$ cat src/sv/otwm_pkg.sv
// Shared widths, constants and wheel weight table for the omni three-wheel mixer.
`default_nettype none

package otwm_pkg;

   localparam int HEADING_W = 9;
   localparam int SPEED_W   = 8;
   localparam int COR_W     = 8;
   localparam int DUTY_W    = 8;

   localparam int SECTORS  = 12;
   localparam int WHEELS   = 3;
   localparam int SECTOR_W = 4;
   localparam int WHEEL_W  = 2;

   // heading / 30 as (heading * 1093) >> 15, exact for every 9-bit heading
   localparam int SECTOR_RECIP  = 1093;
   localparam int SECTOR_SHIFT  = 15;
   localparam int SECTOR_PROD_W = 20;
   localparam int RAW_SECTOR_W  = 5;

   localparam int WEIGHT_W = 11;
   localparam int MAG_W    = 10;
   localparam int PROD_W   = 18;

   // x / 1000 as (x * 268436) >> 28, exact for x up to 255000
   localparam int DIV_RECIP   = 268436;
   localparam int DIV_RECIP_W = 19;
   localparam int DIV_SHIFT   = 28;
   localparam int DIV_PROD_W  = PROD_W + DIV_RECIP_W;

   localparam int QUO_W    = 8;
   localparam int QS_W     = QUO_W + 1;
   localparam int SUM_W    = 10;
   localparam int DUTY_MAX = 255;

   typedef logic [WHEEL_W-1:0] wheel_idx_type;

   localparam wheel_idx_type WHEEL_A = 2'd0;
   localparam wheel_idx_type WHEEL_B = 2'd1;
   localparam wheel_idx_type WHEEL_C = 2'd2;

   // sine/cosine weights scaled by 1000, one row per 30 degree sector
   localparam logic signed [WEIGHT_W-1:0] WEIGHTS [SECTORS][WHEELS] = '{
      '{ 11'sd866,  -11'sd866,  11'sd0    },
      '{ 11'sd1000, -11'sd500,  -11'sd500 },
      '{ 11'sd866,  11'sd0,     -11'sd866 },
      '{ 11'sd500,  11'sd500,   -11'sd1000},
      '{ 11'sd0,    11'sd866,   -11'sd866 },
      '{ -11'sd500, 11'sd1000,  -11'sd500 },
      '{ -11'sd866, 11'sd866,   11'sd0    },
      '{ -11'sd1000, 11'sd500,  11'sd500  },
      '{ -11'sd866, 11'sd0,     11'sd866  },
      '{ -11'sd500, -11'sd500,  11'sd1000 },
      '{ 11'sd0,    -11'sd866,  11'sd866  },
      '{ 11'sd500,  -11'sd1000, 11'sd500  }
   };

endpackage

`default_nettype wire

$ cat src/sv/otwm_channels.sv
// Valid/ready channel interfaces for drive commands and wheel results.
`default_nettype none

interface otwm_req_if;
   import otwm_pkg::*;

   logic                 valid;
   logic                 ready;
   logic [HEADING_W-1:0] heading_deg;
   logic [SPEED_W-1:0]   speed;
   logic signed [COR_W-1:0] turn_correction;

   modport source (output valid, heading_deg, speed, turn_correction, input ready);
   modport sink   (input valid, heading_deg, speed, turn_correction, output ready);
endinterface

interface otwm_rsp_if;
   import otwm_pkg::*;

   logic              valid;
   logic              ready;
   logic              wheel_a_reverse;
   logic [DUTY_W-1:0] wheel_a_duty;
   logic              wheel_b_reverse;
   logic [DUTY_W-1:0] wheel_b_duty;
   logic              wheel_c_reverse;
   logic [DUTY_W-1:0] wheel_c_duty;

   modport source (output valid, wheel_a_reverse, wheel_a_duty, wheel_b_reverse,
                   wheel_b_duty, wheel_c_reverse, wheel_c_duty, input ready);
   modport sink   (input valid, wheel_a_reverse, wheel_a_duty, wheel_b_reverse,
                   wheel_b_duty, wheel_c_reverse, wheel_c_duty, output ready);
endinterface

`default_nettype wire

$ cat src/sv/otwm_sector.sv
// Stage 1: heading to 30 degree sector index, inputs registered alongside.
`default_nettype none

module otwm_sector (
   input  wire logic                             clock,
   input  wire logic                             advance,
   input  wire logic [otwm_pkg::HEADING_W-1:0]   heading_deg,
   input  wire logic [otwm_pkg::SPEED_W-1:0]     speed,
   input  wire logic signed [otwm_pkg::COR_W-1:0] turn_correction,
   output logic [otwm_pkg::SECTOR_W-1:0]         sector,
   output logic [otwm_pkg::SPEED_W-1:0]          speed_q,
   output logic signed [otwm_pkg::COR_W-1:0]     cor_q
);
   import otwm_pkg::*;

   logic [SECTOR_PROD_W-1:0] recip_prod;
   logic [RAW_SECTOR_W-1:0]  raw_sector;
   logic [SECTOR_W-1:0]      sector_in, sector_ff;
   logic [SPEED_W-1:0]       speed_ff;
   logic signed [COR_W-1:0]  cor_ff;

   always_comb begin
      recip_prod = SECTOR_PROD_W'(heading_deg) * SECTOR_PROD_W'(SECTOR_RECIP);
      raw_sector = recip_prod[SECTOR_SHIFT +: RAW_SECTOR_W];
      // headings past 359 wrap once
      if (raw_sector >= RAW_SECTOR_W'(SECTORS)) begin
         sector_in = SECTOR_W'(raw_sector - RAW_SECTOR_W'(SECTORS));
      end else begin
         sector_in = SECTOR_W'(raw_sector);
      end
   end

   always_ff @(posedge clock) begin
      if (advance) begin
         sector_ff <= sector_in;
         speed_ff  <= speed;
         cor_ff    <= turn_correction;
      end
   end

   assign sector  = sector_ff;
   assign speed_q = speed_ff;
   assign cor_q   = cor_ff;

endmodule

`default_nettype wire

$ cat src/sv/otwm_wheel.sv
// Stages 2 and 3 for one wheel: weight times speed, then divide by 1000.
`default_nettype none

module otwm_wheel (
   input  wire logic                              clock,
   input  wire logic                              advance,
   input  wire otwm_pkg::wheel_idx_type           wheel,
   input  wire logic [otwm_pkg::SECTOR_W-1:0]     sector,
   input  wire logic [otwm_pkg::SPEED_W-1:0]      speed,
   input  wire logic signed [otwm_pkg::COR_W-1:0] cor,
   output logic signed [otwm_pkg::QS_W-1:0]       scaled,
   output logic signed [otwm_pkg::COR_W-1:0]      cor_q
);
   import otwm_pkg::*;

   logic signed [WEIGHT_W-1:0] weight;
   logic [WEIGHT_W-1:0]        weight_abs;
   logic [PROD_W-1:0]          prod_in, prod_ff;
   logic                       neg_ff;
   logic signed [COR_W-1:0]    cor2_ff, cor3_ff;
   logic [DIV_PROD_W-1:0]      div_prod;
   logic [QUO_W-1:0]           quo;
   logic signed [QS_W-1:0]     scaled_in, scaled_ff;

   // stage 2: sign and magnitude of the weight, unsigned product
   always_comb begin
      weight     = WEIGHTS[sector][wheel];
      weight_abs = weight[WEIGHT_W-1] ? WEIGHT_W'(-weight) : WEIGHT_W'(weight);
      prod_in    = PROD_W'(speed) * PROD_W'(weight_abs[MAG_W-1:0]);
   end

   // stage 3: magnitude divide, sign back on -> truncation toward zero
   always_comb begin
      div_prod  = DIV_PROD_W'(prod_ff) * DIV_PROD_W'(DIV_RECIP);
      quo       = div_prod[DIV_SHIFT +: QUO_W];
      scaled_in = neg_ff ? -$signed({1'b0, quo}) : $signed({1'b0, quo});
   end

   always_ff @(posedge clock) begin
      if (advance) begin
         prod_ff   <= prod_in;
         neg_ff    <= weight[WEIGHT_W-1];
         cor2_ff   <= cor;
         scaled_ff <= scaled_in;
         cor3_ff   <= cor2_ff;
      end
   end

   assign scaled = scaled_ff;
   assign cor_q  = cor3_ff;

endmodule

`default_nettype wire

$ cat src/sv/otwm_drive.sv
// Stage 4 for one wheel: add correction, clamp to +-255, direction and duty.
`default_nettype none

module otwm_drive (
   input  wire logic                              clock,
   input  wire logic                              advance,
   input  wire logic signed [otwm_pkg::QS_W-1:0]  scaled,
   input  wire logic signed [otwm_pkg::COR_W-1:0] cor,
   output logic                                   reverse,
   output logic [otwm_pkg::DUTY_W-1:0]            duty
);
   import otwm_pkg::*;

   localparam logic signed [SUM_W-1:0] SUM_MAX = SUM_W'(DUTY_MAX);
   localparam logic signed [SUM_W-1:0] SUM_MIN = -SUM_MAX;

   logic signed [SUM_W-1:0] sum, clamped;
   logic [SUM_W-1:0]        mag;
   logic                    reverse_in, reverse_ff;
   logic [DUTY_W-1:0]       duty_in, duty_ff;

   always_comb begin
      sum = $signed({{(SUM_W-QS_W){scaled[QS_W-1]}}, scaled})
          + $signed({{(SUM_W-COR_W){cor[COR_W-1]}}, cor});
      if (sum > SUM_MAX) begin
         clamped = SUM_MAX;
      end else if (sum < SUM_MIN) begin
         clamped = SUM_MIN;
      end else begin
         clamped = sum;
      end
      reverse_in = clamped[SUM_W-1];
      mag        = reverse_in ? SUM_W'(-clamped) : SUM_W'(clamped);
      duty_in    = mag[DUTY_W-1:0];
   end

   always_ff @(posedge clock) begin
      if (advance) begin
         reverse_ff <= reverse_in;
         duty_ff    <= duty_in;
      end
   end

   assign reverse = reverse_ff;
   assign duty    = duty_ff;

endmodule

`default_nettype wire

$ cat src/sv/omni_three_wheel_mixer_top.sv
// Top level of the omni three-wheel drive mixer: four-stage pipeline.
// A command accepted at one edge moves through the sector, product, quotient and result registers.
// Throughput: one command per cycle; the four stages advance together,
// so the rate is set by the output register being free or taken.
// A stalled result freezes every stage; nothing is dropped or repeated.
// Reset (synchronous, active high) clears the stage valid bits only.
`default_nettype none

module omni_three_wheel_mixer_top (
   input wire logic   clock,
   input wire logic   reset,
   otwm_req_if.sink   req_ch,
   otwm_rsp_if.source rsp_ch
);
   import otwm_pkg::*;

   // whole pipe moves when the output slot is empty or being taken
   logic advance;

   // valid bits: sector, product, quotient, result stages
   logic valid1_ff, valid2_ff, valid3_ff, valid4_ff;

   logic [SECTOR_W-1:0]     sector;
   logic [SPEED_W-1:0]      speed_q;
   logic signed [COR_W-1:0] cor_q;

   logic signed [QS_W-1:0]  scaled_a, scaled_b, scaled_c;
   logic signed [COR_W-1:0] cor_a, cor_b, cor_c;

   assign advance      = !valid4_ff || rsp_ch.ready;
   assign req_ch.ready = advance;
   assign rsp_ch.valid = valid4_ff;

   always_ff @(posedge clock) begin
      if (reset) begin
         valid1_ff <= 1'b0;
         valid2_ff <= 1'b0;
         valid3_ff <= 1'b0;
         valid4_ff <= 1'b0;
      end else if (advance) begin
         valid1_ff <= req_ch.valid;
         valid2_ff <= valid1_ff;
         valid3_ff <= valid2_ff;
         valid4_ff <= valid3_ff;
      end
   end

   // stage 1: heading sector
   otwm_sector u_sector (
      .clock           (clock),
      .advance         (advance),
      .heading_deg     (req_ch.heading_deg),
      .speed           (req_ch.speed),
      .turn_correction (req_ch.turn_correction),
      .sector          (sector),
      .speed_q         (speed_q),
      .cor_q           (cor_q)
   );

   // stages 2-3: one scaler per wheel
   otwm_wheel u_wheel_a (
      .clock   (clock),
      .advance (advance),
      .wheel   (WHEEL_A),
      .sector  (sector),
      .speed   (speed_q),
      .cor     (cor_q),
      .scaled  (scaled_a),
      .cor_q   (cor_a)
   );

   otwm_wheel u_wheel_b (
      .clock   (clock),
      .advance (advance),
      .wheel   (WHEEL_B),
      .sector  (sector),
      .speed   (speed_q),
      .cor     (cor_q),
      .scaled  (scaled_b),
      .cor_q   (cor_b)
   );

   otwm_wheel u_wheel_c (
      .clock   (clock),
      .advance (advance),
      .wheel   (WHEEL_C),
      .sector  (sector),
      .speed   (speed_q),
      .cor     (cor_q),
      .scaled  (scaled_c),
      .cor_q   (cor_c)
   );

   // stage 4: clamp and output register
   otwm_drive u_drive_a (
      .clock   (clock),
      .advance (advance),
      .scaled  (scaled_a),
      .cor     (cor_a),
      .reverse (rsp_ch.wheel_a_reverse),
      .duty    (rsp_ch.wheel_a_duty)
   );

   otwm_drive u_drive_b (
      .clock   (clock),
      .advance (advance),
      .scaled  (scaled_b),
      .cor     (cor_b),
      .reverse (rsp_ch.wheel_b_reverse),
      .duty    (rsp_ch.wheel_b_duty)
   );

   otwm_drive u_drive_c (
      .clock   (clock),
      .advance (advance),
      .scaled  (scaled_c),
      .cor     (cor_c),
      .reverse (rsp_ch.wheel_c_reverse),
      .duty    (rsp_ch.wheel_c_duty)
   );

`ifndef ASSERT_OFF
   a_stall_blocks_input: assert property (@(posedge clock) disable iff (reset)
      (rsp_ch.valid && !rsp_ch.ready) |-> !req_ch.ready)
      else $error("input taken while result stalled");

   a_frozen_valids: assert property (@(posedge clock) disable iff (reset)
      !advance |=> $stable({valid1_ff, valid2_ff, valid3_ff, valid4_ff}))
      else $error("stage valid changed during stall");

   a_stage1_from_accept: assert property (@(posedge clock) disable iff (reset)
      (valid1_ff && $past(advance)) |-> $past(req_ch.valid && req_ch.ready))
      else $error("stage 1 valid without accepted item");

   a_zero_duty_forward: assert property (@(posedge clock) disable iff (reset)
      (rsp_ch.valid && rsp_ch.wheel_a_duty == '0) |-> !rsp_ch.wheel_a_reverse)
      else $error("zero drive flagged reverse");
`endif

endmodule

`default_nettype wire
$ cat src/flat_wrapper.sv
// flat-port wrapper written by rule: the top's interface ports become plain ports
module omni_three_wheel_mixer_top_flat import otwm_pkg::*;
  (clock, reset, req_ch_valid, req_ch_heading_deg, req_ch_speed, req_ch_turn_correction, req_ch_ready, rsp_ch_valid, rsp_ch_wheel_a_reverse, rsp_ch_wheel_a_duty, rsp_ch_wheel_b_reverse, rsp_ch_wheel_b_duty, rsp_ch_wheel_c_reverse, rsp_ch_wheel_c_duty, rsp_ch_ready);
  otwm_req_if req_ch_i ();
  otwm_rsp_if rsp_ch_i ();
  input wire logic clock;
  input wire logic reset;
  input wire logic [$bits(req_ch_i.valid)-1:0] req_ch_valid;
  input wire logic [$bits(req_ch_i.heading_deg)-1:0] req_ch_heading_deg;
  input wire logic [$bits(req_ch_i.speed)-1:0] req_ch_speed;
  input wire logic [$bits(req_ch_i.turn_correction)-1:0] req_ch_turn_correction;
  output wire logic [$bits(req_ch_i.ready)-1:0] req_ch_ready;
  output wire logic [$bits(rsp_ch_i.valid)-1:0] rsp_ch_valid;
  output wire logic [$bits(rsp_ch_i.wheel_a_reverse)-1:0] rsp_ch_wheel_a_reverse;
  output wire logic [$bits(rsp_ch_i.wheel_a_duty)-1:0] rsp_ch_wheel_a_duty;
  output wire logic [$bits(rsp_ch_i.wheel_b_reverse)-1:0] rsp_ch_wheel_b_reverse;
  output wire logic [$bits(rsp_ch_i.wheel_b_duty)-1:0] rsp_ch_wheel_b_duty;
  output wire logic [$bits(rsp_ch_i.wheel_c_reverse)-1:0] rsp_ch_wheel_c_reverse;
  output wire logic [$bits(rsp_ch_i.wheel_c_duty)-1:0] rsp_ch_wheel_c_duty;
  input wire logic [$bits(rsp_ch_i.ready)-1:0] rsp_ch_ready;
  assign req_ch_i.valid = req_ch_valid;
  assign req_ch_i.heading_deg = req_ch_heading_deg;
  assign req_ch_i.speed = req_ch_speed;
  assign req_ch_i.turn_correction = req_ch_turn_correction;
  assign req_ch_ready = req_ch_i.ready;
  assign rsp_ch_valid = rsp_ch_i.valid;
  assign rsp_ch_wheel_a_reverse = rsp_ch_i.wheel_a_reverse;
  assign rsp_ch_wheel_a_duty = rsp_ch_i.wheel_a_duty;
  assign rsp_ch_wheel_b_reverse = rsp_ch_i.wheel_b_reverse;
  assign rsp_ch_wheel_b_duty = rsp_ch_i.wheel_b_duty;
  assign rsp_ch_wheel_c_reverse = rsp_ch_i.wheel_c_reverse;
  assign rsp_ch_wheel_c_duty = rsp_ch_i.wheel_c_duty;
  assign rsp_ch_i.ready = rsp_ch_ready;
  omni_three_wheel_mixer_top u_core (.clock(clock), .reset(reset), .req_ch(req_ch_i), .rsp_ch(rsp_ch_i));
endmodule
$ cat config.mk
export PLATFORM = sky130hd
export DESIGN_NAME = omni_three_wheel_mixer_top_flat
export DESIGN_NICKNAME = d
export VERILOG_FILES = /design/src/sv/otwm_pkg.sv /design/src/sv/otwm_channels.sv /design/src/sv/otwm_sector.sv /design/src/sv/otwm_wheel.sv /design/src/sv/otwm_drive.sv /design/src/sv/omni_three_wheel_mixer_top.sv /design/src/flat_wrapper.sv
export SDC_FILE = /design/constraint.sdc
export NUM_CORES = 1
export LEC_CHECK = 0
export BUFFER_PORTS_ARGS = -buffer_cell sky130_fd_sc_hd__buf_4
export CAP_MARGIN = 20
export CORE_MARGIN = 2
export CORE_UTILIZATION = 25
export CTS_BUF_LIST = sky130_fd_sc_hd__clkbuf_4 sky130_fd_sc_hd__clkbuf_8
export DETAILED_ROUTE_END_ITERATION = 12
export SLEW_MARGIN = 25
export SYNTH_ARGS = -nofsm -noshare
export SYNTH_HDL_FRONTEND = slang
export SYNTH_SLANG_ARGS = --single-unit
$ cat constraint.sdc
create_clock -name clock -period 6.11 [get_ports clock]
set_input_delay 0.3055 -clock clock [delete_from_list [all_inputs] [get_ports clock]]
set_output_delay 0.3055 -clock clock [all_outputs]
set_load 0.02 [all_outputs]
# Word level (Yosys, flattened, before mapping)
# Memory sizes are Yosys's and may differ from the RTL's.
# Cells that the tools add are included.
# word_totals
regBits	151
rom_bits	528
input_bits	29
word_cells	77
n_memories	1
# mem_list
memory	depth	width	read_ports	rd_clocked_by_memory_dff	wr	line	source
(name not given)	16	33	1	0	0	otwm_wheel.sv:27	weight = WEIGHTS[sector][wheel];
# classes
n_addsub	13
mul	7
magnitude_cmp	8
n_mux	18
n_bitwise	1
n_reduce_logical	2
# op_table
op	count
$mul A18 B17 Y34 const B	3
$mux W10	9
$mux W33	2
$mul A8 B10 Y18	3
$mux W8	6
$add A9 B8 Y10	3
$gt A10 B9 Y1 const B	3
$lt A10 B9 Y1 const B	3
$neg A10 Y10	3
$neg A8 Y9	3
$neg A8 Y8	3
$mul A9 B11 Y20 const B	1
$ge A5 B4 Y1 const B	1
$ge A5 B5 Y1 const B	1
$not A4 Y5	1
$mux W4	1
$sub A4 B4 Y4 const B	1
$logic_not A1 Y1	1
$logic_or A1 B1 Y1	1

# Depth between registers and ports, before layout
# Gate-level depths: netlist (run 1).
# logic_depth
word_depth	7
ltp_mapped	31
ltp_nobuf	29

# Hierarchy
# Synthesis (run 1) repeated with hierarchy kept, for this count alone.
# hier_totals
hier_cells	3189
hier_area_um2	30106.4
# modules_own_cells
mod	instances	cells_per_inst	area_per_inst_um2	seq_area_each_um2
otwm_wheel (u_core.u_wheel_b)	1	910	8484.4	1291.2
otwm_wheel (u_core.u_wheel_c)	1	897	8458.1	1291.2
otwm_wheel (u_core.u_wheel_a)	1	895	8430.6	1291.2
otwm_drive	3	117	1012.2	270.3
otwm_sector	1	119	1527.7	600.6
omni_three_wheel_mixer_top	1	17	168.9	80.1

# Worst setup path after synthesis (run 1)
# OpenSTA, ideal clock, no wires.
# synth_timing
path_kind	reg2reg
startpoint	reg u_core.u_sector.sector_ff[0], in the netlist u_core.u_sector.sector[0]
endpoint	reg u_core.u_wheel_a.prod_ff[17], data pin
arrival_ns	6.497
required_ns	5.850
path_slack_ns	-0.647
path_stages_with_launch	29
path_buffers	2
synth_period_minus_slack_ns	6.757
cell_sequence	edfxtp_1 > clkbuf_1 > inv_1 > ha_1 > clkbuf_1 > a21boi_0 > o21ai_0 > inv_1 > ha_1 > nor2_1 > xnor2_1 > a21oi_1 > o22ai_1 > nand2_1 > fa_1 > fa_1 > inv_1 > fa_1 > inv_1 > fa_1 > inv_1 > ha_1 > a21oi_1 > o21ai_1 > a211o_1 > a2111oi_0 > o31ai_1 > a21oi_1 > xnor2_1
# synth_between
elab_chain_len	7
# synth_lines
element	line	source
start, declared	otwm_sector.sv:18	logic [SECTOR_W-1:0] sector_in, sector_ff;
start signal, assigned	otwm_sector.sv:35	sector_ff <= sector_in;
$not A4 Y5 (not written as such) (*)	otwm_wheel.sv:27	
$mem_v2 Z16 W33 (*)	--	
$mux W33 (not written as such) (*) (2 in series)	otwm_wheel.sv:27	
$neg A10 Y10	otwm_wheel.sv:28	weight_abs = weight[WEIGHT_W-1] ? WEIGHT_W'(-weight) : WEIGHT_W'(weight);
$mux W10 (*)	otwm_wheel.sv:28	
$mul A8 B10 Y18 (*)	otwm_wheel.sv:29	prod_in = PROD_W'(speed) * PROD_W'(weight_abs[MAG_W-1:0]);
named net u_core.u_wheel_a.prod_in[17]	otwm_wheel.sv:18	logic [PROD_W-1:0] prod_in, prod_ff;
end signal, assigned	otwm_wheel.sv:41	prod_ff <= prod_in;
end, declared	otwm_wheel.sv:18	
# The timed path passes the listed nets; every way through them passes the cells marked *. The select of a mux whose other input is x is not followed.
# A chain may end at the register's enable or synchronous reset.

# Worst setup path after layout (run 1)
# layout_timing
startpoint	reg u_core.u_sector.sector_ff[1], in the netlist u_core.u_sector.sector[1]
endpoint	reg u_core.u_wheel_a.prod_ff[15], data pin
# The elaborated chain is that of the path after synthesis.

==> results of run 1 <==
-- layout make-up --
cell class / count / share of cell area
sequential: 148 / 0.1459
antenna: 1 / 0.00008289
tap: 1368 / 0.05670
clock inverter: 12 / 0.003730
clock buffer: 20 / 0.008911
multi-input combinational: 1930 / 0.6542
timing repair buffer: 240 / 0.06209
inverter: 550 / 0.06839
-- flip-flops by register name (all words and copies together) (netlist names), 9 cells and up --
name / flops
u_core.u_wheel_c.prod_ff: 17
u_core.u_wheel_b.scaled: 9
u_core.u_wheel_a.prod_ff: 17
u_core.u_wheel_b.prod_ff: 17
u_core.u_wheel_a.scaled: 9
u_core.u_wheel_c.scaled: 9
-- worst register-to-register path, stage by stage (launching register included) --
cell and delay [ps]:
edfxtp_1 490, ha_2 240, nand2_2 60, a21boi_2 160
o21ai_2 160, inv_2 80, ha_4 170, nor2_4 100
xnor2_1 110, a21oi_1 90, o22ai_2 210, nand2_1 110
fa_1 520, fa_1 530, inv_2 40, fa_1 520
inv_1 50, fa_1 480, inv_2 50, ha_4 230
a21oi_4 130, o21ai_2 80, a211o_1 350, a2111oi_4 400
buf_4 180, nor2_4 40, xnor2_2 130
-- per-stage QoR --
step	cell area (sq um)	hold slack, ps	setup TNS, ps	util	setup WS [ps]
6_report	30190	236.0	0	0.2954	133.5
3_5_place_dp	28890	408.4	-269.3	0.2827	-120.0
2_1_floorplan	25890	374.6	-33.93	-	-30.23
4_1_cts	29480	176.8	-39.05	0.2885	-37.61
3_3_place_gp	28890	402.8	0	0.2827	20.83
5_1_grt	30190	220.7	-669.2	0.2954	-165.7
-- cell usage in the layout, fill, tap and decap left out, types with 6 or more instances in the layout --
cell / Yosys / layout
a21oi_2: 0 / 7
ha_4: 0 / 12
o21bai_1: 16 / 16
mux2i_1: 11 / 10
dlygate4sd3_1: 0 / 18
or3_1: 8 / 8
a21oi_1: 120 / 109
inv_2: 0 / 10
nor3_1: 32 / 30
o21ai_0: 79 / 58
nor2b_1: 69 / 66
o21ai_2: 2 / 11
inv_1: 550 / 540
o31ai_1: 6 / 6
clkbuf_8: 0 / 19
fa_1: 261 / 258
o2bb2ai_1: 6 / 6
nand2b_1: 20 / 19
and3_1: 7 / 7
xor2_1: 29 / 27
nor2_1: 111 / 109
nand2_1: 133 / 131
nand4_1: 13 / 13
o211ai_1: 9 / 9
ha_1: 601 / 584
o21a_1: 12 / 12
a22oi_1: 10 / 9
and2_1: 125 / 123
xnor2_1: 75 / 73
edfxtp_1: 144 / 144
buf_4: 0 / 217
a21o_1: 24 / 24
nand3_1: 23 / 22
a21boi_2: 1 / 8
o21ai_1: 3 / 15
a31oi_1: 12 / 9
a21boi_0: 16 / 6
-- final timing paths --
kind,end,slack [ps],depth (start not counted)
worst max-delay path,u_core.u_wheel_a.prod_ff[15],130,26
worst min-delay path,u_core.u_sector.sector[2],240,3
worst max register to register,u_core.u_wheel_a.prod_ff[15],130,26
worst min register to register,u_core.u_wheel_a.cor2_ff[4],430,0
-- logic make-up (layout without fill, tap and decap cells) --
logic type               Yosys count  count (layout)  synth area share
AO/OA/AOI/OAI                    371             371           0.09243
XOR/XNOR                         104             104           0.03525
adder cells (fa/ha/maj)          862             862            0.4932
buffers and inverters            591             822           0.08584
flip-flops                       148             148            0.1704
multiplexers                      15              15          0.006004
other                              0               1                 0
AND/OR/NAND/NOR                  578             578            0.1169
-- routing by layer --
layer,part of all wire,wire [um]
met5,0,0
met4,0.015,779
met3,0.029,1538
met2,0.47,25130
met1,0.49,26030
-- timing repair --
item	CTS	global route
hold buffers	18	0
resized for setup	4	121
buffers inserted	2	29
hold endpoints to repair	20	0
setup endpoints to repair	8	33
cloned	0	0
pin swaps	2	85
==> results.json, run 1 <==
{
  "status": "finished, final reports clean",
  "postRouteWirelength_um": 53480,
  "cts-root-buf": "clkbuf_8",
  "nNetsFinal": 3778,
  "met1_usage_grt": 0.1360,
  "synth_top_area_share": 0.2910,
  "clk_pin_slew_worst_paths_ps": 100,
  "synth-edff-count": 144,
  "drt_pre_antenna_iters": 5,
  "synth_common_cells": "ha_1 (601), inv_1 (550), fa_1 (261), edfxtp_1 (144), nand2_1 (133)",
  "drive_gt1_frac": 0.1297,
  "path_delay_family": "adder cells",
  "timing_startpoint_of_the_critical_path": "u_core.u_sector.sector[1]",
  "finClkSkew_ps": 27.42,
  "fillers": 10720,
  "worst-setup-path-type": "register to register",
  "data_required_critical_path_ps": 6390,
  "crit_path_max_incr_delay_ps": 530,
  "seqCellArea_sq_um": 4404,
  "timing.rr.start": "u_core.u_sector.sector[1]",
  "start_point_of_the_worst_min_delay_path": "req_ch_heading_deg[8]",
  "core_area_sq_um": 102200,
  "globalRouteTotalUtil": 0.1029,
  "grt_antenna_before_repair": 1,
  "netlist-cell-type-count": 83,
  "yosysSeqAreaShare": 0.1704,
  "worst_hold_path_type": "input port to register",
  "final-setup-viol-count": 0,
  "critical_path_top_delay_cell": "fa_1",
  "finalWorstPathRequiredPeriod_ps": 5976,
  "floorplan.die.width_um": 325.5,
  "wire_length_of_the_first_global_routing_pass_um": 90140,
  "die_h_um": 325.5,
  "synth-main-ff-cell": "edfxtp_1",
  "floorplan.die_area_sq_um": 106000,
  "fin_cells": 4269,
  "drc_errors": 0,
  "period_share": 0.9781,
  "timing.critical_path.arrival_ps": 6260,
  "fmaxAchievable_mhz": 167.3,
  "top_usage_layer": "met2",
  "first_global_vias": 18730,
  "tightestPinTransition_ps": 956.4,
  "synth-warning-count": 0,
  "synth.net_count": 3560,
  "synthDominantAreaCellType": "ha_1",
  "starting_utilization_of_the_core_area": 0.2529,
  "grt.met2_usage": 0.1745,
  "synth_cells": 2669,
  "clk_path_buf_depth": 2,
  "crit_buf_inv": 5,
  "multiInputGateArea_sq_um": 19750,
  "hpwlAfterDp_um": 44530,
  "dp.cells": 4187,
  "yosys.cell_count.top_type": "ha_1",
  "place.port_buffers": 57,
  "final-max-slew-violation-count": 0,
  "async_set_or_reset_flop_fraction_in_the_synthesized_netlist": 0,
  "synth_area_per_cell_sq_um": 9.682,
  "worstSetupEndpointType": "register",
  "total_number_of_placement_rows": 117,
  "drt-wirelength-per-cell_um": 12.53,
  "via_per_inst": 4.298,
  "gpl.final_weighted_congestion": 0.8248,
  "grt_overflow": 0,
  "routing_usage_on_met3": 0.01714,
  "drt_iter0_markers": 683,
  "timing_hold_violations_final": 0,
  "grt_setup_unrepaired": "yes",
  "tritoncts.num_buffers": 17,
  "h-tree-depth": 4,
  "grt_start_max_net_pins": 150,
  "timing.max_cap.violations": 0,
  "worst_setup_path_start_kind": "register",
  "relSlewSlack": 0.3624,
  "synth_area_sq_um": 25840,
  "postSynthRegisterBits": 148,
  "area_overhead_vs_synth_pct": 16.82,
  "num_io_pins": 58,
  "routed-via-count": 18350,
  "cp_max_fo": 5,
  "antenna_violation_net_count_after_detailed_routing": 0,
  "tritoncts": "built",
  "worst_path_most_repeated_cell": "fa_1",
  "clkSinkCount": 148,
  "netlist_top_cells_area": "ha_1 (29%), fa_1 (20%), edfxtp_1 (17%), inv_1 (8.0%), and2_1 (3.0%)",
  "worstSkewPairLatency_ps": 550
}
Power of run 1 is not shown: default switching activity piles up to over one toggle a cycle in this logic, so the estimate is an artifact.
==> inputs of run 2 (changes only) <==
CORE_ASPECT_RATIO = 0.6   (was default)
==> results.json, run 2 (synthesis results as in run 1) <==
{
  "status": "finished, final reports clean",
  "worst_setup_path_start_kind": "register",
  "timing.max_cap.violations": 0,
  "clk_path_buf_depth": 2,
  "wire_length_of_the_first_global_routing_pass_um": 98040,
  "first_global_vias": 18110,
  "tritoncts.num_buffers": 17,
  "crit_path_max_incr_delay_ps": 560,
  "layout_commonest_cell": "ha_1",
  "grt_antenna_before_repair": 1,
  "timing.rr.start": "u_core.u_sector.sector[1]",
  "worstSetupEndpointType": "register",
  "start_point_of_the_worst_min_delay_path": "req_ch_heading_deg[8]",
  "tightestPinTransition_ps": 952.0,
  "worstReg2RegEnd": "u_core.u_wheel_a.prod_ff[17]",
  "timing_hold_violations_final": 0,
  "drc_errors": 0,
  "hpwlAfterDp_um": 49520,
  "data_required_critical_path_ps": 6450,
  "grt_overflow": 0,
  "floorplan.die.width_um": 419.1,
  "core_area_sq_um": 102600,
  "relSlewSlack": 0.3653,
  "final_cell_mix": "ha_1 (581), inv_1 (533), fa_1 (258)",
  "final-max-slew-violation-count": 0,
  "worst_path_most_repeated_cell": "inv_2",
  "drive_gt1_frac": 0.1514,
  "fillers": 10680,
  "worst-setup-path-type": "register to register",
  "antenna_violation_net_count_after_detailed_routing": 0,
  "rrSetupSlack_ps": 100,
  "num_io_pins": 58,
  "critical_path_top_delay_cell": "fa_1",
  "grt_setup_unrepaired": "yes",
  "dpl_worst_slack_ps": -236.8,
  "clkSinkCount": 148,
  "final-setup-viol-count": 0,
  "top_regs": "u_core.u_wheel_a.prod_ff: 17 flops, u_core.u_wheel_b.prod_ff: 17 flops, u_core.u_wheel_c.prod_ff: 17 flops",
  "drt-wirelength-per-cell_um": 14.12,
  "worst_slack_ps": 103.0,
  "cts-root-buf": "clkbuf_8",
  "period_share": 0.9831,
  "drt_iter0_markers": 976,
  "tritoncts": "built",
  "place.port_buffers": 57,
  "worstSkewPairLatency_ps": 580,
  "gpl.final_weighted_congestion": 0.8380,
  "area_overhead_vs_synth_pct": 18.65,
  "h-tree-depth": 4,
  "worst_hold_path.endpoint": "u_core.u_sector.sector[3]",
  "floorplan.die_area_sq_um": 106000,
  "postRouteWirelength_um": 60940,
  "nNetsFinal": 3798,
  "die_h_um": 253.0,
  "globalRouteTotalUtil": 0.1168,
  "finClkSkew_ps": 24.09,
  "finalWorstPathRequiredPeriod_ps": 6007,
  "via_per_inst": 4.250,
  "finish.utilization": 0.2989,
  "path_delay_family": "adder cells",
  "worst_hold_path_type": "input port to register",
  "clk_pin_slew_worst_paths_ps": 110,
  "drt_pre_antenna_iters": 5,
  "fmaxAchievable_mhz": 166.5,
  "crit_buf_inv": 7,
  "grt_start_max_net_pins": 100,
  "timing.critical_path.arrival_ps": 6350,
  "routed-via-count": 18340,
  "cp_max_fo": 6,
  "insertedDiodeCount": 0,
  "worstHoldPathCells": 4,
  "total_number_of_placement_rows": 91,
  "reg2reg_depth": 27,
  "starting_utilization_of_the_core_area": 0.2519
}
==> run 2: worst max-delay path by stage <==
| stage | start | end | slack [ps] | cells after the start |
|---|---|---|---|---|
| floorplan | u_core.u_sector.sector[0] | u_core.u_wheel_a.prod_ff[17] | -30 | 29 |
| global placement | u_core.u_sector.sector[1] | u_core.u_wheel_a.prod_ff[16] | -100 | 27 |
| detailed placement | u_core.u_sector.sector[1] | u_core.u_wheel_a.prod_ff[16] | -240 | 27 |
| CTS | u_core.u_sector.sector[0] | u_core.u_wheel_b.prod_ff[17] | 3 | 26 |
| global route | u_core.u_sector.sector[1] | u_core.u_wheel_a.prod_ff[16] | -190 | 27 |
| finish | u_core.u_sector.sector[1] | u_core.u_wheel_a.prod_ff[17] | 100 | 27 |
==> run 2: stage by stage <==
step	hold slack (ps)	setup TNS, ps	std cells	cell area [sq um]
global route	247.8	-1193	4315	30660
CTS	180.9	0	4281	29780
detailed placement	404.5	-1382	4219	28960
finish	249.6	0	4315	30660
global placement	403.9	-332.0	4219	28960
floorplan	374.6	-33.93	2669	25890
==> run 2: repair_timing <==
action | CTS | global route
buffers inserted | 12 | 35
setup endpoints to repair | 10 | 34
resized for setup | 37 | 147
hold buffers | 18 | 0
pin swaps | 19 | 93
endpoints found under the hold margin | 20 | 0
==> run 2: per-layer routing <==
metal / track usage / share of wire
met1: 0.1915 / 0.57
met2: 0.1527 / 0.37
met3: 0.02233 / 0.044
met4: 0.02094 / 0.0092
met5: 0 / 0.00021
==> run 2: final cells by class <==
class	count	area, sq um	area share
multi-input combinational	1930	20000	0.6522
clock buffer	17	234.0	0.007631
inverter	550	2064	0.06733
clock inverter	15	185.2	0.006039
sequential	148	4404	0.1436
tap	1395	1745	0.05692
timing repair buffer	260	2032	0.06627
==> run 2: worst register-to-register path: cells and delay by family, from the launching register on <==
kind            cells  cell delay [ps]
fa+ha+maj           6             2430
compound gates     10             1760
buf+inv             7              660
flops               1              550
xor+xnor            2              230
simple gates        2              120
Power of run 2 is left out for the same reason.
